**src/rtl/nnr_pkg.sv**
```systemverilog
// Shared types, constants and helper functions of the nearest-neighbour rotation unit.
package nnr_pkg;

   localparam int COORD_W       = 9;
   localparam int DIFF_W        = COORD_W + 1;
   localparam int TRIG_W        = 16;
   localparam int PIXEL_W       = 32;
   localparam int PROD_W        = DIFF_W + TRIG_W;
   localparam int REQ_TDATA_W   = 56;
   localparam int CSR_IDX_W     = 3;
   localparam int CSR_DATA_W    = 16;
   localparam int QUEUE_DEPTH   = 2;
   localparam int DEF_MAX_SIDE  = 256;
   localparam int DEF_FRAC_BITS = 14;

   localparam logic [COORD_W-1:0]       RST_SRC_WIDTH  = 9'd256;
   localparam logic [COORD_W-1:0]       RST_SRC_HEIGHT = 9'd256;
   localparam logic [COORD_W-1:0]       RST_DST_WIDTH  = 9'd256;
   localparam logic [COORD_W-1:0]       RST_DST_HEIGHT = 9'd256;
   localparam logic signed [TRIG_W-1:0] RST_COS        = 16'sd16384;
   localparam logic signed [TRIG_W-1:0] RST_SIN        = 16'sd0;

   localparam logic [PIXEL_W-1:0] ALPHA_ADD   = 32'hff00_0000;
   localparam logic [PIXEL_W-1:0] WHITE_PIXEL = 32'hffff_ffff;

   typedef enum logic [CSR_IDX_W-1:0] {
      REG_SRC_WIDTH  = 3'd0,
      REG_SRC_HEIGHT = 3'd1,
      REG_DST_WIDTH  = 3'd2,
      REG_DST_HEIGHT = 3'd3,
      REG_COS_ANGLE  = 3'd4,
      REG_SIN_ANGLE  = 3'd5
   } reg_index_type;

   typedef struct packed {
      logic [COORD_W-1:0]       src_width;
      logic [COORD_W-1:0]       src_height;
      logic [COORD_W-1:0]       dst_width;
      logic [COORD_W-1:0]       dst_height;
      logic signed [TRIG_W-1:0] cos_angle;
      logic signed [TRIG_W-1:0] sin_angle;
   } cfg_type;

   // render: a/b are centred destination offsets; load: a/b are source coordinates
   typedef struct packed {
      logic                     is_render;
      logic signed [DIFF_W-1:0] a;
      logic signed [DIFF_W-1:0] b;
      logic [PIXEL_W-1:0]       pixel;
   } item_type;

   typedef struct packed {
      logic full;
      logic empty;
   } qstat_type;

   function automatic logic [COORD_W-1:0] side_limit(input logic [COORD_W-1:0] size,
                                                     input int max_side);
      logic [COORD_W-1:0] lim;
      if (max_side >= (1 << COORD_W)) begin
         lim = size;
      end else if (int'(size) < max_side) begin
         lim = size;
      end else begin
         lim = COORD_W'(max_side);
      end
      return lim;
   endfunction

   function automatic logic [PIXEL_W-1:0] format_pixel(input logic [PIXEL_W-1:0] raw);
      logic [PIXEL_W-1:0] p;
      p = raw + ALPHA_ADD;
      return {p[31:24], p[7:0], p[15:8], p[23:16]};
   endfunction

endpackage

```
**src/rtl/nnr_front.sv**
```systemverilog
// Front end: classify requests, drop out-of-range loads, centre render coordinates.
module nnr_front
   import nnr_pkg::*;
#(
   parameter int MAX_SIDE = DEF_MAX_SIDE
) (
   input  cfg_type            cfg,
   input  logic               cmd,
   input  logic [COORD_W-1:0] coord_x,
   input  logic [COORD_W-1:0] coord_y,
   input  logic [PIXEL_W-1:0] pixel_in,
   output logic               keep,
   output item_type           item
);

   logic [COORD_W-1:0]       lim_x;
   logic [COORD_W-1:0]       lim_y;
   logic signed [DIFF_W-1:0] dx;
   logic signed [DIFF_W-1:0] dy;

   always_comb begin
      lim_x = side_limit(cfg.src_width, MAX_SIDE);
      lim_y = side_limit(cfg.src_height, MAX_SIDE);
      dx = $signed({1'b0, coord_x}) - $signed({2'b00, cfg.dst_width[COORD_W-1:1]});
      dy = $signed({1'b0, coord_y}) - $signed({2'b00, cfg.dst_height[COORD_W-1:1]});
      keep = cmd || ((coord_x < lim_x) && (coord_y < lim_y));
      item.is_render = cmd;
      item.a = cmd ? dx : $signed(DIFF_W'(coord_x));
      item.b = cmd ? dy : $signed(DIFF_W'(coord_y));
      item.pixel = pixel_in;
   end

endmodule

```
**config.mk**
```make
export PLATFORM = sky130hd
export DESIGN_NAME = nnr_front
export DESIGN_NICKNAME = d
export VERILOG_FILES = /design/src/rtl/nnr_pkg.sv /design/src/rtl/nnr_front.sv
export SDC_FILE = /design/constraint.sdc
export NUM_CORES = 1
export LEC_CHECK = 0
export BUFFER_PORTS_ARGS = -buffer_cell sky130_fd_sc_hd__buf_4
export CORE_AREA = 2 2 67 69
export DETAILED_ROUTE_END_ITERATION = 12
export DIE_AREA = 0 0 69 71
export PLACE_DENSITY_LB_ADDON = 0.1
export SLEW_MARGIN = 10
export SYNTH_ARGS = -nofsm -noshare
export SYNTH_HDL_FRONTEND = slang
export SYNTH_SLANG_ARGS = --single-unit
```
**constraint.sdc**
```tcl
create_clock -name vclk -period 4.4
set_input_delay 0.66 -clock vclk [all_inputs]
set_output_delay 0.66 -clock vclk [all_outputs]
set_load 0.01 [all_outputs]
```
==> flow_metrics.env <==
export IMPL_fin_crit_ns=3.28
export IMPL_drt_total_wl_mm=3.75
export IMPL_synthTopCellsByArea="ha_1 25%, buf_4 16%, inv_1 6.2%"
export IMPL_numPortBuffers=75
export IMPL_ir_drop_mv=0.0409
export IMPL_overflow=0
export IMPL_place_gp_congestion=0.740
export IMPL_run_status="finished, final reports clean"
export IMPL_avgRoutedWirePerCell_um=12.0
export IMPL_hold_viol=0
export IMPL_yosysUniqueCellTypes=40
export IMPL_first_pass_iters=4
export IMPL_fin_setup_tns_ns=0
export IMPL_setup_violations=0
export IMPL_seq_area_frac_synth_pct=0
export IMPL_ff_latch_area_um2=0
export IMPL_path_depth=9
export IMPL_power_density_nw_per_um2=124
export IMPL_drt_initial_drc_count=48
export IMPL_grt_pass1_vias=1502
export IMPL_max_cap_viol_count=0
export IMPL_p_leak_nw=1.03
export IMPL_ys_warn_count=0
export IMPL_final_nets=415
export IMPL_clock_fmax_mhz=305
export IMPL_floorplan_die_height_um=71
export IMPL_cts_resized_gates=0
export IMPL_antenna_found_initial=0
export IMPL_holdBufCountCts=0
export IMPL_num_antenna_cells=0
export IMPL_slew_viol_final=0
export IMPL_place_hpwl_mm=3.25
export IMPL_synth_area_um2=1570
export IMPL_nClkBuffers=0
export IMPL_core_um2=4200
export IMPL_crit_start="cfg[43]"
export IMPL_syn_area_per_cell_um2=7.11
export IMPL_io_pins=173
export IMPL_slowest_delay_ns=0.37
export IMPL_worstHoldPathType="primary input to output pin"
export IMPL_final_common_cell="buf_4"
export IMPL_slew_headroom_pct=65.3
export IMPL_cp_endpoint="item[49]"
export IMPL_initial_core_util_pct=37.4
export IMPL_finalCritPeriodShare_pct=74.6
export IMPL_rsz0062_at_grt="false"
export IMPL_worstPathMaxFanout=4
export IMPL_cts_setup_buffers=0
export IMPL_fp_dieArea_um2=4900
export IMPL_die_w_um=69
export IMPL_final_cell_mix="75 x buf_4, 32 x ha_1, 26 x inv_1"
export IMPL_worst_pin_slew_ns=0.519
export IMPL_grt_use_total_pct=14.8
export IMPL_synth_top_area_share_pct=25.5
export IMPL_crit_slowest_cell="o41a_1"
export IMPL_cpMostUsedCell="buf_4"
export IMPL_syn_inst=221
export IMPL_grt_pass1_wl_mm=6.38
export IMPL_grt_max_degree=21
export IMPL_cp_start_kind="primary input"
export IMPL_area_growth_pct=23.5
export IMPL_syn_nets=374
export IMPL_vias=1566
export IMPL_drive_gt1_share_pct=30.4
export IMPL_drc=0
export IMPL_critPathKind="primary input to output pin"
export IMPL_critPathTopFamily="simple AND/OR/NAND/NOR gates"
export IMPL_cp_cell_sequence="buf_4, inv_1, ha_1, nor2b_1, o31a_1, o41a_1, and4_1, or3_1, buf_4"
export IMPL_yosys_area_top_type="ha_1"
export IMPL_cp_required_ns=3.74
export IMPL_std_cell_rows=24
export IMPL_viasPerCell=5.02
export IMPL_instances_no_fill=312
export IMPL_dp_cells=312
export IMPL_worst_setup_path_end_kind="output pin"
export IMPL_critPathBufInv=3
export IMPL_power_total_mw=0.241
export IMPL_final_antenna_net_count=0
export IMPL_worstPathArrival_ns=2.62
export IMPL_design_seq_count=0
[worst min-delay path by stage]
stage	start	to	slack [ns]	depth (start not counted)
2_1_floorplan	coord_y[8]	item[41]	1.37	1
3_3_place_gp	pixel_in[0]	item[0]	1.32	0
3_5_place_dp	pixel_in[0]	item[0]	1.32	0
4_1_cts	pixel_in[0]	item[0]	1.32	0
5_1_grt	pixel_in[19]	item[19]	1.32	0
6_report	pixel_in[15]	item[15]	1.32	0
[routing by layer]
metal	wire (µm)	share of wire [%]	global-route usage, %	vias to the layer above
met4	4	0.11	0.218	0
met3	277	7.4	2.42	2
met2	1750	47	27.6	55
li1	-	-	-	829
met1	1710	46	18.9	680
met5	0	0	0	-
[cell usage after synthesis]
library cell	count
nor4b_1	1
a21o_1	7
nor2_1	8
o21a_1	6
xnor2_1	6
or3_1	2
a31oi_1	2
clkinv_1	2
o41a_1	1
o31a_1	3
a22oi_1	1
and4_1	2
buf_1	2
a211o_1	1
mux2_2	4
fa_1	2
ha_1	32
clkbuf_1	1
nor3_1	11
nor4_1	1
nand3_1	5
inv_1	26
o31ai_1	1
and3_1	1
o21ai_0	6
nand2b_1	2
o2bb2ai_1	2
or2_1	1
nand3b_1	1
o311ai_0	2
mux2i_1	1
xor2_1	2
o2111ai_1	4
a211oi_1	1
nand2_1	22
o211ai_1	1
a41o_1	1
a21oi_1	11
buf_4	33
nor2b_1	3
[logic make-up (layout without fill, tap and decap cells)]
| kind of cell | Yosys count | in the layout | share of synthesized area, % |
|---|---|---|---|
| buffers and inverters | 64 | 103 | 23.2 |
| and+or+nand+nor | 60 | 60 | 18.4 |
| AOI/OAI and AO/OA | 50 | 50 | 22.4 |
| adders and majority gates | 34 | 34 | 28.0 |
| xor gates and xnor gates | 8 | 8 | 4.46 |
| muxes | 5 | 5 | 3.51 |
[report_power, final]
part,switching [mW],internal (mW)
Clock,0,0
Combinational,0.113,0.129
Sequential,0,0
[area by class of cell]
| class | count | area, µm² |
|---|---|---|
| Fill cell | 443 | 2260 |
| Inverter | 28 | 105 |
| Multi-Input combinational cell | 157 | 1210 |
| Tap cell | 52 | 65.1 |
| Timing Repair Buffer | 75 | 563 |
[metrics by stage]
step	hold WS, ns	cell area, µm²	util, %	setup WS (ns)
6_report	1.32	1940	46.1	1.12
5_1_grt	1.32	1940	46.1	0.977
4_1_cts	1.32	1940	46.1	1.11
3_5_place_dp	1.32	1940	46.1	1.11
3_3_place_gp	1.32	1940	46.1	1.12
2_1_floorplan	1.37	1570	-	1.42
Power figures use the tool's default switching activity.
