File: src/rtl/nnr_pkg.sv
// Shared types, constants and helper functions of the nearest-neighbour rotation unit.
package nnr_pkg;

   localparam int COORD_W       = 9;
   localparam int DIFF_W        = COORD_W + 1;
   localparam int TRIG_W        = 16;
   localparam int PIXEL_W       = 32;
   localparam int PROD_W        = DIFF_W + TRIG_W;
   localparam int REQ_TDATA_W   = 56;
   localparam int CSR_IDX_W     = 3;
   localparam int CSR_DATA_W    = 16;
   localparam int QUEUE_DEPTH   = 2;
   localparam int DEF_MAX_SIDE  = 256;
   localparam int DEF_FRAC_BITS = 14;

   localparam logic [COORD_W-1:0]       RST_SRC_WIDTH  = 9'd256;
   localparam logic [COORD_W-1:0]       RST_SRC_HEIGHT = 9'd256;
   localparam logic [COORD_W-1:0]       RST_DST_WIDTH  = 9'd256;
   localparam logic [COORD_W-1:0]       RST_DST_HEIGHT = 9'd256;
   localparam logic signed [TRIG_W-1:0] RST_COS        = 16'sd16384;
   localparam logic signed [TRIG_W-1:0] RST_SIN        = 16'sd0;

   localparam logic [PIXEL_W-1:0] ALPHA_ADD   = 32'hff00_0000;
   localparam logic [PIXEL_W-1:0] WHITE_PIXEL = 32'hffff_ffff;

   typedef enum logic [CSR_IDX_W-1:0] {
      REG_SRC_WIDTH  = 3'd0,
      REG_SRC_HEIGHT = 3'd1,
      REG_DST_WIDTH  = 3'd2,
      REG_DST_HEIGHT = 3'd3,
      REG_COS_ANGLE  = 3'd4,
      REG_SIN_ANGLE  = 3'd5
   } reg_index_type;

   typedef struct packed {
      logic [COORD_W-1:0]       src_width;
      logic [COORD_W-1:0]       src_height;
      logic [COORD_W-1:0]       dst_width;
      logic [COORD_W-1:0]       dst_height;
      logic signed [TRIG_W-1:0] cos_angle;
      logic signed [TRIG_W-1:0] sin_angle;
   } cfg_type;

   // render: a/b are centred destination offsets; load: a/b are source coordinates
   typedef struct packed {
      logic                     is_render;
      logic signed [DIFF_W-1:0] a;
      logic signed [DIFF_W-1:0] b;
      logic [PIXEL_W-1:0]       pixel;
   } item_type;

   typedef struct packed {
      logic full;
      logic empty;
   } qstat_type;

   function automatic logic [COORD_W-1:0] side_limit(input logic [COORD_W-1:0] size,
                                                     input int max_side);
      logic [COORD_W-1:0] lim;
      if (max_side >= (1 << COORD_W)) begin
         lim = size;
      end else if (int'(size) < max_side) begin
         lim = size;
      end else begin
         lim = COORD_W'(max_side);
      end
      return lim;
   endfunction

   function automatic logic [PIXEL_W-1:0] format_pixel(input logic [PIXEL_W-1:0] raw);
      logic [PIXEL_W-1:0] p;
      p = raw + ALPHA_ADD;
      return {p[31:24], p[7:0], p[15:8], p[23:16]};
   endfunction

endpackage

File: src/rtl/nnr_queue.sv
// Short request queue between front end and back end.
module nnr_queue
   import nnr_pkg::*;
(
   input  logic      clock,
   input  logic      reset,
   input  logic      push,
   input  item_type  push_item,
   input  logic      pop,
   output item_type  pop_item,
   output qstat_type status
);

   localparam int PTR_W = (QUEUE_DEPTH > 1) ? $clog2(QUEUE_DEPTH) : 1;
   localparam int CNT_W = $clog2(QUEUE_DEPTH + 1);

   item_type         entry_ff [QUEUE_DEPTH];
   logic [PTR_W-1:0] wr_ptr_ff, wr_ptr_in;
   logic [PTR_W-1:0] rd_ptr_ff, rd_ptr_in;
   logic [CNT_W-1:0] count_ff, count_in;

   always_comb begin
      wr_ptr_in = wr_ptr_ff;
      rd_ptr_in = rd_ptr_ff;
      count_in  = count_ff;
      if (push) begin
         wr_ptr_in = (wr_ptr_ff == PTR_W'(QUEUE_DEPTH - 1)) ? '0 : wr_ptr_ff + 1'b1;
      end
      if (pop) begin
         rd_ptr_in = (rd_ptr_ff == PTR_W'(QUEUE_DEPTH - 1)) ? '0 : rd_ptr_ff + 1'b1;
      end
      if (push && !pop) begin
         count_in = count_ff + 1'b1;
      end else if (pop && !push) begin
         count_in = count_ff - 1'b1;
      end
   end

   always_ff @(posedge clock) begin
      if (reset) begin
         wr_ptr_ff <= '0;
         rd_ptr_ff <= '0;
         count_ff  <= '0;
      end else begin
         wr_ptr_ff <= wr_ptr_in;
         rd_ptr_ff <= rd_ptr_in;
         count_ff  <= count_in;
      end
   end

   always_ff @(posedge clock) begin
      if (push) begin
         entry_ff[wr_ptr_ff] <= push_item;
      end
   end

   assign pop_item     = entry_ff[rd_ptr_ff];
   assign status.full  = (count_ff == CNT_W'(QUEUE_DEPTH));
   assign status.empty = (count_ff == '0);

endmodule

File: config.mk
export PLATFORM = sky130hd
export DESIGN_NAME = nnr_queue
export DESIGN_NICKNAME = d
export VERILOG_FILES = /design/src/rtl/nnr_pkg.sv /design/src/rtl/nnr_queue.sv
export SDC_FILE = /design/constraint.sdc
export NUM_CORES = 1
export LEC_CHECK = 0
export BUFFER_PORTS_ARGS = -buffer_cell sky130_fd_sc_hd__buf_2
export CAP_MARGIN = 40
export CORE_UTILIZATION = 54
export CTS_CLUSTER_DIAMETER = 200
export DETAILED_ROUTE_END_ITERATION = 16
export GPL_ROUTABILITY_DRIVEN = 0
export GPL_TIMING_DRIVEN = 1
export PLACE_DENSITY = 0.8
export SKIP_CTS_REPAIR_TIMING = 1
export SLEW_MARGIN = 20
export SYNTH_ARGS = -nofsm -noshare
export SYNTH_HDL_FRONTEND = slang
export SYNTH_SLANG_ARGS = --single-unit
File: constraint.sdc
create_clock -name clock -period 7.8 [get_ports clock]
set_input_delay 2.34 -clock clock [delete_from_list [all_inputs] [get_ports clock]]
set_output_delay 2.34 -clock clock [all_outputs]
set_load 0.05 [all_outputs]
==> summary.txt <==
Setup path
  – Setup CP Type: flip-flop to output port
  – Data arrival, critical path: between 2000 and 2500 ps
  – Crit-path cells: buf_4 -> mux2_2 -> buf_2
  – Slowest CP cell: dfxtp_2
  – Max incr delay on CP: around 750 ps
  – Worst Path Required: between 5000 and 6000 ps
  – CP Capture Type: output port
  – Startpoint Class: flip-flop
  – Crit-path max FO: 27

Clock network
  – Maximum level of the CTS H-tree: 3
  – Sinks on the clock net: 111
  – Num CTS Buffers: 9
  – CTS tree: yes
  – Clock transition at the registers of the reported paths: around 100 ps
  – Clk buf depth: 2
  – Worst-Skew Late Latency: between 300 and 400 ps
  – Root buffer cell: clkbuf_8

Layout
  – Layout cells sized above 1: about three fifths
  – Nets@finish: between 300 and 400
  – Area grow syn2layout: 21.6%
  – Multi-input gate area: just over 700 µm²
  – ANT cells: 0
  – Register area: 3280 µm²
  – Commonest non-fill, non-tap cell in the layout: buf_2
  – # fillers: approximately 510
  – Commonest cells after routing, fill and taps aside: buf_2, edfxtp_1, mux2_2

STA
  – Final WS setup: roughly 3300 ps
  – Final period util: 58.0%
  – FMAX: 221 MHz
  – Unrepaired setup endpoints after global routing: false
  – Setup violations, final: 0
  – Hold Slack: roughly 510 ps
  – Worst-case clock skew: 8.99 ps
  – Fin crit period: 4520 ps
  – Slew headroom: between 50% and 60%
  – Slew Viols, Final: 0
  – Hold Vio Cnt, Final: 0
  – Slew @ Worst Pin: roughly 640 ps
  – Setup_tns: 0 ps

Power and ir drop
  – VDD IR max: 0.140 mV
  – Cell leakage power: around 1.9 nW
  – Power Dens Cells: roughly 270 nW/µm²

Place
  – Buffers on Ports: 111
  – HPWL after DPL: between 4 and 5 mm
  – Worst slack, placed: about 3600 ps

Synth
  – Area share of the largest cell type after synthesis: 78.6%
  – Sequential-to-total area share from yosys stat: around four fifths
  – Yosys reg bits: between 100 and 150
  – Mapped Cells: 187
  – Top post-synthesis cells by area: edfxtp_1, mux2_2, dfxtp_1
  – Synth warnings: 0
  – Post-Syn Area: ~4000 µm²
  – Post-synthesis cell type with the largest combined area: edfxtp_1
  – Mean Syn Cell Area: 21.7 µm²
  – Yosys cell types: 16
  – Net Count, Synth: approximately 250

Job
  – Max-cap violations: 0

Min path
  – Type of the worst min-delay path: flip-flop to flip-flop

Floorplanning
  – Die span in y: ~89 µm
  – # rows: 31
  – Core region area: 7250 µm²
  – Die Width: 88.6 µm
  – Initial core utilization: about 56%
  – Die area: 7850 µm²
  – Top Ports: roughly 110

Detailed routing
  – Vias: ~2,000
  – Detailed Route WL: about 6.4 mm
  – Final ANT Viol Nets: 0
  – Detailed Route Iter0 Violations: 75
  – DR WL/cell: 15.5 µm
  – Post-route DRC: 0
  – TritonRoute pass-1 iters: 4
  – Mean number of vias per cell: around 5.0

Global routing
  – Largest net degree at the start of global routing: 36
  – First-pass GRT wire length: between 8 and 9 mm
  – Antenna violations before repair: 0
  – Vias in the first global route: roughly 1,900
  – GRT Util Overall: between 10% and 20%
  – Grt ovf: 0

Status
  – Outcome: finished, final reports clean
metal layers:
metal | vias to the layer above | track usage [%] | routed length, µm
met5 | - | 0 | 0
li1 | 970 | - | -
met3 | 9 | 4.38 | 362
met4 | 0 | 8.80 | 112
met1 | 981 | 19.4 | 2640
met2 | 72 | 27.6 | 3250
worst max-delay path, delay by kind of cell, from the launching register on:
family / cells / cell delay, ps
DFF: 1 / 750
buffers and inverters: 2 / 660
muxes: 1 / 390
state kept, by name, indices dropped and copies added (netlist names), named ones only:
name       cells
rd_ptr_ff      1
count_ff       2
entry_ff     106
wr_ptr_ff      1
area by class of cell:
class	count	share of cell area, %
clock inverters	7	2.06
inverters	1	0.0762
repair buffers	114	11.7
clock buffers	9	2.52
multi-input cells	69	14.4
flip-flops and latches	111	66.7
well taps	99	2.52
cells in the mapped netlist (all sizes together):
cell type / instances
mux2: 53
edfxtp: 106
a21oi: 1
xnor2: 2
dfxtp: 5
nor2b: 1
ha: 1
nor2: 5
and2b: 1
xor2: 2
o21ai: 1
buf: 6
inv: 1
or3: 1
and2: 1
where the power goes:
group | total [W] | internal, W | leakage, nW | switching (W)
logic | 0.000233 | 0.0000673 | 0.709 | 0.000166
clock network | 0.000374 | 0.000185 | 0.112 | 0.000190
registers | 0.000708 | 0.000694 | 1.04 | 0.0000147
total | 0.00132 | 0.000946 | 1.86 | 0.000370
stage by stage:
step	util [%]	area [µm²]	cells	power (W)
floorplan	-	4050	187	0.000902
global placement	64.8	4700	394	0.000953
detailed placement	64.8	4700	394	0.000958
CTS	67.9	4920	410	0.00133
global route	67.9	4920	410	0.00136
finish	67.9	4920	410	0.00132
final timing paths:
check,cells past startpoint,startpoint,slack [ps],to
worst max-delay path,3,flip-flop,3280,pop_item[9]
worst max register to register,2,wr_ptr_ff,6050,entry_ff[1][2]
worst min register to register,2,count_ff[1],510,count_ff[1]
worst min-delay path,2,count_ff[1],510,count_ff[1]
cell families after synthesis:
| logic type | synth area share, % |
|---|---|
| AO/OA/AOI/OAI | 0.247 |
| XOR/XNOR | 0.865 |
| buffers and inverters | 1.61 |
| flip-flops | 81.1 |
| adder cells (fa/ha/maj) | 0.309 |
| AND/OR/NAND/NOR | 1.14 |
| multiplexers | 14.7 |
Note: power is estimated with default switching activity, not from simulation.
